**src/rtl/rpn_ram.sv**
```systemverilog
module rpn_ram #(
   parameter int unsigned WIDTH = 32,
   parameter int unsigned DEPTH = 64
) (
   input  logic                     clock,
   input  logic                     wr_en,
   input  logic [$clog2(DEPTH)-1:0] wr_addr,
   input  logic [WIDTH-1:0]         wr_data,
   input  logic [$clog2(DEPTH)-1:0] rd_addr,
   output logic [WIDTH-1:0]         rd_data
);

   logic [WIDTH-1:0] mem_ff [DEPTH];
   logic [WIDTH-1:0] rd_data_ff;

   always_ff @(posedge clock) begin
      if (wr_en) begin
         mem_ff[wr_addr] <= wr_data;
      end
      rd_data_ff <= mem_ff[rd_addr];
   end

   assign rd_data = rd_data_ff;

endmodule

```
**config.mk**
```make
export PLATFORM = sky130hd
export DESIGN_NAME = rpn_ram
export DESIGN_NICKNAME = d
export VERILOG_FILES = /design/src/rtl/rpn_ram.sv
export SDC_FILE = /design/constraint.sdc
export NUM_CORES = 2
export LEC_CHECK = 0
export CAP_MARGIN = 5
export CORE_MARGIN = 2
export CORE_UTILIZATION = 55
export DETAILED_ROUTE_END_ITERATION = 6
export DONT_BUFFER_PORTS = 1
export PLACE_DENSITY = 0.82
export SYNTH_ARGS = -nofsm -noshare
export SYNTH_HDL_FRONTEND = slang
export SYNTH_SLANG_ARGS = --single-unit
```
**constraint.sdc**
```tcl
create_clock -name clock -period 4.8 [get_ports clock]
set_input_delay 0.48 -clock clock [delete_from_list [all_inputs] [get_ports clock]]
set_output_delay 0.48 -clock clock [all_outputs]
set_load 0.05 [all_outputs]
```
==> results.toml <==
[global_routing]
grt_pass1_vias = 38626
grt_first_pass_wirelength_mm = 296
grt_usage_pct = 29.2
grt_overflow_total = 0
antenna_found_initial = 12
grt_max_degree = 514

[timing]
max_freq_mhz = 283
tns_ps = 0
max_slew_margin_pct = -32.1
hold_viol = 0
worst_slew_pin_slew_ps = 1980
rsz0062_at_grt = "false"
finalSetupViolCount = 0
slew_viol_final = 302
min_period_ps = 3540
finalCritPeriodShare_pct = 73.7
holdWs_ps = 8.32
finalClockSkew_ps = 49.7

[setup_path]
cp_data_required_time_ps = 5400
crit_arrival_ps = 4140
r2r-start = "mem_ff[32][12]"
crit_path_end_kind = "flop"
startpoint = "rd_addr[0]"
rrSetupSlack_ps = 2050
startpoint_type = "primary input"
crit_type = "in -> reg"
path_max_fanout = 513
ff2ff_path_depth = 4

[place]
routabilityCongestion = 0.879
portBuffers = 0
hpwl_mm = 105
dp.cells = 5094

[floorplan]
dieArea_sq_um = 146000
core_area_sq_um = 142000
pin_count = 78
die_w_um = 382
placementRows = 138
die_y_um = 382
start_util_pct = 55.5

[power]
ir_worst_vdd_mv = 0.446
p_leak_nw = 27.2
power_density_nw_per_um2 = 425

[clocking]
clk_path_buf_depth = 3
clk_pin_slew_ps = 70
h-tree-depth = 4
clk_latency_ps = 840
postCtsSetupBuffers = 0
clock_sinks = 2080
root_buffer = "clkbuf_16"
ctsResizeCount = 0
cts_tree = "yes"
cts_buffers = 192

[logic_synthesis]
synth_warnings = 0
syn_area_per_cell_sq_um = 23.6
synthCells = 3324
syn_nets = 3370
ys_ff_latch = 2080
synth_area_sq_um = 78500
ys_types = 34
ys_seq_area_share_pct = 79.1

[final_layout]
multi_input_area_sq_um = 16000
fill_cells = 8686
fin_cells = 5492
drive_above_1_share_pct = 27.9
seqCellArea_sq_um = 62100
nets = 3479
syn_to_final_growth_pct = 12.3

[min_path]
hold_start = "wr_data[9]"
hold_path_class = "in -> reg"
whs_path_depth = 1

[routing]
first_iter_violations = 6934
drt-pass1-iter-count = 7
totalWireLength_mm = 211
viasPerCell = 6.94
drc_errors = 0
ant_nets = 0
vias = 38132
wl_per_cell_um = 38.4

[flow_run]
max_cap_viol_count = 0

[status]
violations = "max-slew violations"
status = "finished, violations left"
## per-layer routing
metal,wire [um],global-route usage [%]
met1,67200,36.5
met2,103000,46.9
met3,27300,7.95
met4,13600,15.9
met5,25,0
## worst max-delay path: stages
cell	delay, ps
mux4_2	1190
mux4_2	540
o22ai_1	670
nor2_1	340
## layout make-up
type	count	share of cell area (%)
Clock buffer	236	5.80
Sequential cell	2080	70.5
Multi-Input combinational cell	1062	18.1
Tap cell	1890	2.68
Clock inverter	124	1.33
Timing Repair Buffer	97	1.56
Antenna cell	3	0.00852
## flip-flops by register name (all words and copies together), names as in the netlist
| signal | cells |
|---|---|
| rd_data | 32 |
| mem_ff | 2048 |
## cells in the final DEF (no fill, tap or decap), types with 33 or more instances in the layout
cell	instances
buf_4	62
mux2i_1	93
a21oi_1	62
o22ai_1	84
nor2_1	74
clkinv_2	42
clkbuf_16	194
edfxtp_1	2048
mux4_2	544
nor2_4	62
clkinv_1	33
## stage by stage
step	power [mW]	cell area [sq um]	util, %	setup slack [ps]
detailed placement	21.9	80900	57.2	1680
finish	37.4	88100	62.3	1260
floorplan	21.6	78500	-	1160
global route	38.1	88100	62.3	1830
CTS	37.4	88100	62.2	2220
global placement	21.8	80900	57.2	1500
## timing repair
action | CTS | global route
setup endpoints to repair | 0 | 0
hold buffers | 35 | 0
hold endpoints to repair | 2065 | 0
## synthesized netlist by cell type (all sizes together)
| library cell | instances | share of area, % |
|---|---|---|
| a22oi | 12 | 0.11 |
| nand3 | 5 | 0.032 |
| dfxtp | 32 | 0.82 |
| and3 | 4 | 0.032 |
| a41o | 4 | 0.051 |
| mux2i | 93 | 1.2 |
| edfxtp | 2048 | 78 |
| or3 | 3 | 0.024 |
| and2 | 2 | 0.016 |
| clkbuf | 74 | 0.35 |
| nand4 | 2 | 0.016 |
| nor2 | 137 | 0.65 |
| o22ai | 84 | 0.67 |
| o32ai | 4 | 0.045 |
| a21oi | 62 | 0.40 |
| nand3b | 5 | 0.048 |
| nor3 | 7 | 0.045 |
| a311oi | 8 | 0.089 |
| buf | 108 | 0.77 |
| mux4 | 544 | 16 |
| nand4b | 1 | 0.011 |
| o221ai | 27 | 0.30 |
| nor2b | 15 | 0.12 |
| nand2 | 26 | 0.12 |
| or3b | 5 | 0.056 |
| a31oi | 1 | 0.0080 |
| or2 | 3 | 0.024 |
| nand2b | 8 | 0.064 |
## power breakdown
part           internal, mW  total, mW  switching [mW]
Clock                  8.58       15.4            6.86
Combinational         0.691       1.63           0.937
Sequential             20.1       20.4           0.280
Total                  29.4       37.4            8.08
## final timing paths
kind,endpoint
max,rd_data[12]
min,mem_ff[48][9]
max reg2reg,rd_data[12]
min reg2reg,rd_data[17]
## logic make-up (layout without fill, tap and decap cells)
group                  after synthesis  count (layout)  synth area share (%)
DFF                               2080            2080                  79.1
muxes                              637             637                  16.8
other                                0               3                     0
buffers and inverters              182             457                  1.13
AOI/OAI and AO/OA                  202             202                  1.67
and+or+nand+nor                    223             223                  1.27
Note: power is estimated with default switching activity, not from simulation.
