**src/rtl/rpn_pkg.sv**
```systemverilog
package rpn_pkg;

   localparam int unsigned STACK_DEPTH_DEF = 64;
   localparam int unsigned MIN_OPERANDS = 2;

   typedef enum logic [2:0] {
      OP_PUSH = 3'd0,
      OP_ADD  = 3'd1,
      OP_SUB  = 3'd2,
      OP_MUL  = 3'd3,
      OP_DIV  = 3'd4,
      OP_POW  = 3'd5
   } opcode_type;

   typedef enum logic [2:0] {
      ST_OK        = 3'd0,
      ST_FEW       = 3'd1,
      ST_FULL      = 3'd2,
      ST_UNKNOWN   = 3'd3,
      ST_DIV_ZERO  = 3'd4,
      ST_EMPTY_END = 3'd5
   } status_type;

   typedef enum logic [1:0] {
      ALU_MUL = 2'd0,
      ALU_DIV = 2'd1
   } alu_op_type;

   typedef struct packed {
      logic       start;
      alu_op_type op;
   } alu_cmd_type;

   typedef struct packed {
      logic busy;
      logic done;
      logic sat;
   } alu_stat_type;

endpackage

```
**src/rtl/rpn_alu.sv**
```systemverilog
module rpn_alu (
   input  logic                 clock,
   input  logic                 reset,
   input  rpn_pkg::alu_cmd_type cmd,
   input  logic signed [31:0]   a,
   input  logic signed [31:0]   b,
   input  logic                 div_big,
   output rpn_pkg::alu_stat_type stat,
   output logic signed [31:0]   result
);
   import rpn_pkg::*;

   // Q16.16 multiply (product, then floor/clip) or (a<<shift)/b restoring
   // division, one quotient bit per cycle.

   typedef enum logic [2:0] {
      A_IDLE, A_MUL1, A_MUL2, A_DIV, A_DIVFIN
   } astate_type;

   astate_type          state_ff, state_in;
   logic signed [63:0]  prod_ff, prod_in;
   logic [48:0]         num_ff, num_in;
   logic [48:0]         quo_ff, quo_in;
   logic [32:0]         rem_ff, rem_in;
   logic [31:0]         den_ff, den_in;
   logic                neg_ff, neg_in;
   logic [5:0]          cnt_ff, cnt_in;
   logic signed [31:0]  res_ff, res_in;
   logic                sat_ff, sat_in;
   logic                done_ff, done_in;

   logic signed [47:0]  mfloor;
   logic [32:0]         trial;
   logic [32:0]         shifted;
   logic [31:0]         abs_a;
   logic [31:0]         abs_b;

   always_comb begin
      state_in = state_ff;
      prod_in  = prod_ff;
      num_in   = num_ff;
      quo_in   = quo_ff;
      rem_in   = rem_ff;
      den_in   = den_ff;
      neg_in   = neg_ff;
      cnt_in   = cnt_ff;
      res_in   = res_ff;
      sat_in   = sat_ff;
      done_in  = 1'b0;
      mfloor   = prod_ff[63:16];
      abs_a    = a[31] ? 32'(-a) : 32'(a);
      abs_b    = b[31] ? 32'(-b) : 32'(b);
      shifted  = {rem_ff[31:0], num_ff[48]};
      trial    = shifted - {1'b0, den_ff};
      case (state_ff)
         A_IDLE: begin
            if (cmd.start) begin
               if (cmd.op == ALU_MUL) begin
                  prod_in  = 64'(a) * 64'(b);
                  state_in = A_MUL1;
               end else begin
                  num_in   = div_big ? {1'b0, abs_a, 16'd0} : {17'd0, abs_a};
                  num_in   = div_big ? {abs_a[31:0], 17'd0} >> 1 : num_in;
                  num_in   = div_big ? {1'b0, abs_a, 16'd0} : {17'd0, abs_a};
                  quo_in   = '0;
                  rem_in   = '0;
                  den_in   = abs_b;
                  neg_in   = a[31] ^ b[31];
                  cnt_in   = 6'd49 - 6'd1;
                  state_in = A_DIV;
               end
            end
         end
         A_MUL1: begin
            state_in = A_MUL2;
         end
         A_MUL2: begin
            sat_in = 1'b0;
            if (mfloor > 48'sh0000_7FFF_FFFF) begin
               res_in = 32'sh7FFF_FFFF; sat_in = 1'b1;
            end else if (mfloor < -48'sh0000_8000_0000) begin
               res_in = 32'sh8000_0000; sat_in = 1'b1;
            end else begin
               res_in = mfloor[31:0];
            end
            done_in  = 1'b1;
            state_in = A_IDLE;
         end
         A_DIV: begin
            num_in = {num_ff[47:0], 1'b0};
            if (!trial[32]) begin
               rem_in = trial;
               quo_in = {quo_ff[47:0], 1'b1};
            end else begin
               rem_in = shifted;
               quo_in = {quo_ff[47:0], 1'b0};
            end
            cnt_in = cnt_ff - 6'd1;
            if (cnt_ff == 6'd0) begin
               state_in = A_DIVFIN;
            end
         end
         A_DIVFIN: begin
            sat_in = 1'b0;
            if (neg_ff) begin
               if (quo_ff > 49'h0_8000_0000) begin
                  res_in = 32'sh8000_0000; sat_in = 1'b1;
               end else begin
                  res_in = 32'(-quo_ff[31:0]);
               end
            end else if (quo_ff > 49'h0_7FFF_FFFF) begin
               res_in = 32'sh7FFF_FFFF; sat_in = 1'b1;
            end else begin
               res_in = quo_ff[31:0];
            end
            done_in  = 1'b1;
            state_in = A_IDLE;
         end
         default: state_in = A_IDLE;
      endcase
   end

   always_ff @(posedge clock) begin
      if (reset) begin
         state_ff <= A_IDLE;
         done_ff  <= 1'b0;
      end else begin
         state_ff <= state_in;
         done_ff  <= done_in;
      end
      prod_ff <= prod_in;
      num_ff  <= num_in;
      quo_ff  <= quo_in;
      rem_ff  <= rem_in;
      den_ff  <= den_in;
      neg_ff  <= neg_in;
      cnt_ff  <= cnt_in;
      res_ff  <= res_in;
      sat_ff  <= sat_in;
   end

   assign stat.busy = (state_ff != A_IDLE);
   assign stat.done = done_ff;
   assign stat.sat  = sat_ff;
   assign result    = res_ff;

endmodule

```
**config.mk**
```make
export PLATFORM = sky130hd
export DESIGN_NAME = rpn_alu
export DESIGN_NICKNAME = d
export VERILOG_FILES = /design/src/rtl/rpn_pkg.sv /design/src/rtl/rpn_alu.sv
export SDC_FILE = /design/constraint.sdc
export NUM_CORES = 2
export LEC_CHECK = 0
export BUFFER_PORTS_ARGS = -buffer_cell sky130_fd_sc_hd__buf_4
export CAP_MARGIN = 30
export CORE_ASPECT_RATIO = 0.7
export CORE_MARGIN = 2
export CORE_UTILIZATION = 30
export CTS_CLUSTER_SIZE = 24
export DETAILED_ROUTE_END_ITERATION = 10
export SETUP_SLACK_MARGIN = 0.5
export SLEW_MARGIN = 20
export SYNTH_ARGS = -nofsm -noshare
export SYNTH_HDL_FRONTEND = slang
export SYNTH_SLANG_ARGS = --single-unit
```
**constraint.sdc**
```tcl
create_clock -name clock -period 22 [get_ports clock]
set_clock_uncertainty 0.1 [all_clocks]
set_input_delay 3.3 -clock clock [delete_from_list [all_inputs] [get_ports clock]]
set_output_delay 3.3 -clock clock [all_outputs]
set_load 0.02 [all_outputs]
```
==> flow_summary.json <==
{
  "whs_path_depth": 1,
  "num_rows": 125,
  "yosysUniqueCellTypes": 79,
  "yosysWarnings": 0,
  "relSlewSlack": 0.269,
  "drt_iter0_drc": 2939,
  "boundaryPins": 105,
  "place_congestion": 0.884,
  "cp-start-kind": "input pin",
  "cts_setup_buffers": 0,
  "firstDrtPassIters": 5,
  "grt_first_pass_wirelength_mm": 230,
  "start_util": 0.302,
  "reg2reg_slack_ps": 17360,
  "finalCritPeriodShare": 0.534,
  "maxCapViolCount": 0,
  "die_area_um2": 170000,
  "syn-cell-area_um2": 50100,
  "postLayoutCoreUtil": 0.324,
  "synthFlopType": "edfxtp_1",
  "grt_antenna_before_repair": 14,
  "dp_hpwl_mm": 111,
  "endpoint_kind": "flip-flop",
  "final_cell_mix": "fa_1, inv_1, nand2_1",
  "overflow": 0,
  "critPathTopFamily": "adder cells",
  "vias_per_cell": 4.86,
  "cts.clk_slew.worst_paths_ps": 60,
  "final_common_cell": "fa_1",
  "die-height_um": 346,
  "htree_levels": 1,
  "crit_buf_inv": 9,
  "cp_max_fo": 58,
  "fin_cells": 7333,
  "die_w_um": 492,
  "vias": 35700,
  "crit_required_ps": 22220,
  "syn_area_per_cell_um2": 9.56,
  "ff2ff_path_depth": 12,
  "ant_nets": 0,
  "wl_mm": 146,
  "cts_hold_buf": 0,
  "slowest_stage": "fa_1",
  "min_delay_worst_endpoint": "num_ff[30]$_DFFE_PP_",
  "hold_class": "flip-flop to flip-flop",
  "setup_tns_ps": 0,
  "setup_viol": 0,
  "cpMostUsedCell": "fa_1",
  "place_area_um2": 52700,
  "grt_max_degree": 83,
  "finalHoldViolations": 0,
  "grt_setup_unrepaired": "no",
  "finalCriticalPeriod_ps": 11750,
  "drc": 0,
  "finalNetCount": 6458,
  "slew_viol_final": 0,
  "dp.cells": 7275,
  "diodes": 0,
  "cts_made_buffers": 31,
  "fin_area_um2": 53800,
  "io_buffer_count": 104,
  "drive_above_1_share": 0.0423,
  "min-delay-start": "num_ff[29]$_DFFE_PP_",
  "clock-sinks": 254,
  "worstMarginPinSlew_ps": 1080,
  "worstReg2RegStart": "den_ff[0]$_DFFE_PP_",
  "synthCells": 5239,
  "synthesis.nets": 6610,
  "first_global_vias": 38200,
  "grt_usage": 0.173,
  "clockBufferDepth": 3,
  "clk_latency_ps": 590,
  "cts_tree": "done",
  "ys_seq_area_frac": 0.151,
  "clockRootBuffer": "clkbuf_16",
  "path_class": "input pin to flip-flop",
  "async_flop_share": 0,
  "r2r-end": "rem_ff[12]$_SDFFCE_PN0P_",
  "syn_to_final_growth_pct": 7.38,
  "fmax_ghz": 0.0851,
  "synth_edf_count": 250,
  "ys_ff_latch": 254,
  "arrival_ps": 11970,
  "wl_per_cell_um": 19.9,
  "post_cts_resized": 0,
  "core_area_um2": 166000,
  "status": "complete, no violations",
  "crit_path_max_incr_delay_ps": 1000
}
## sequential cells by signal, summed over array words and instances (netlist names)
name	flops
result	32
state_ff	3
neg_ff	1
quo_ff	49
sat_ff	1
num_ff	49
done_ff	1
rem_ff	32
prod_ff	48
cnt_ff	6
den_ff	32
## worst max path at each step
stage	endpoint	from	slack, ps	depth (start not counted)
floorplan	cnt_ff[0]$_SDFFCE_PN0P_	cmd[2]	8190	2
global placement	prod_ff[62]$_DFFE_PP_	a[31]	9860	27
detailed placement	prod_ff[58]$_DFFE_PP_	a[31]	9730	27
CTS	prod_ff[58]$_DFFE_PP_	a[31]	10340	27
global route	prod_ff[62]$_DFFE_PP_	a[31]	9750	27
finish	prod_ff[63]$_DFFE_PP_	a[31]	10250	27
## through the flow
stage,worst slack (ps),hold slack [ps]
after floorplan,8190,384
after global placement,9860,401
after detailed placement,9730,406
after CTS,10340,419
after global routing,9750,442
final,10250,420
## synthesized netlist by cell type, types with 5 or more instances
master,count,area share
o211ai_1,9,0.0013
or4_1,14,0.0021
o21ai_0,125,0.012
fa_1,1082,0.43
o31ai_1,36,0.0054
or2_2,12,0.0015
edfxtp_1,250,0.15
nand2_1,707,0.053
a32oi_1,13,0.0023
a31oi_1,12,0.0015
nor2b_1,17,0.0021
mux2i_1,44,0.0088
a221oi_1,5,0.00087
nor2_1,155,0.012
a21oi_1,111,0.011
and2_1,540,0.067
nand4_1,26,0.0032
nor3_1,47,0.0047
o21a_1,17,0.0025
inv_1,1067,0.080
a211o_1,6,0.0010
nor4_1,21,0.0026
nand3_1,30,0.0030
and3_1,11,0.0014
o41ai_1,11,0.0019
nand2b_1,23,0.0029
ha_1,219,0.055
xor2_1,41,0.0072
nand3b_1,17,0.0025
clkbuf_1,279,0.021
xnor2_1,94,0.016
o21bai_1,9,0.0013
buf_1,20,0.0015
buf_2,5,0.00050
a21o_1,46,0.0069
o31a_1,5,0.00087
or3_1,23,0.0029
a211oi_1,11,0.0016
## cell type report
cell class | instances | area [um^2]
flip-flops and latches | 254 | 7590
multi-input cells | 3606 | 37300
repair buffers | 126 | 983
well taps | 2222 | 2780
fillers | 16900 | 112000
inverters | 1068 | 4010
clock buffers | 35 | 791
clock inverters | 22 | 290
## per-layer routing
metal / wire length, um / track usage
met5: 45 / 0
met1: 65300 / 0.247
met2: 62900 / 0.265
met4: 2940 / 0.0317
met3: 15000 / 0.0466
## logic make-up after synthesis
kind of cell | after synthesis | share of synthesized area
compound gates | 462 | 0.0598
xor+xnor | 135 | 0.0236
fa+ha+maj | 1301 | 0.487
flops | 254 | 0.151
buf+inv | 1379 | 0.104
mux | 47 | 0.00947
simple gates | 1661 | 0.164
Power is not shown: default switching activity piles up to over one toggle a cycle in this logic, so the estimate is an artifact.
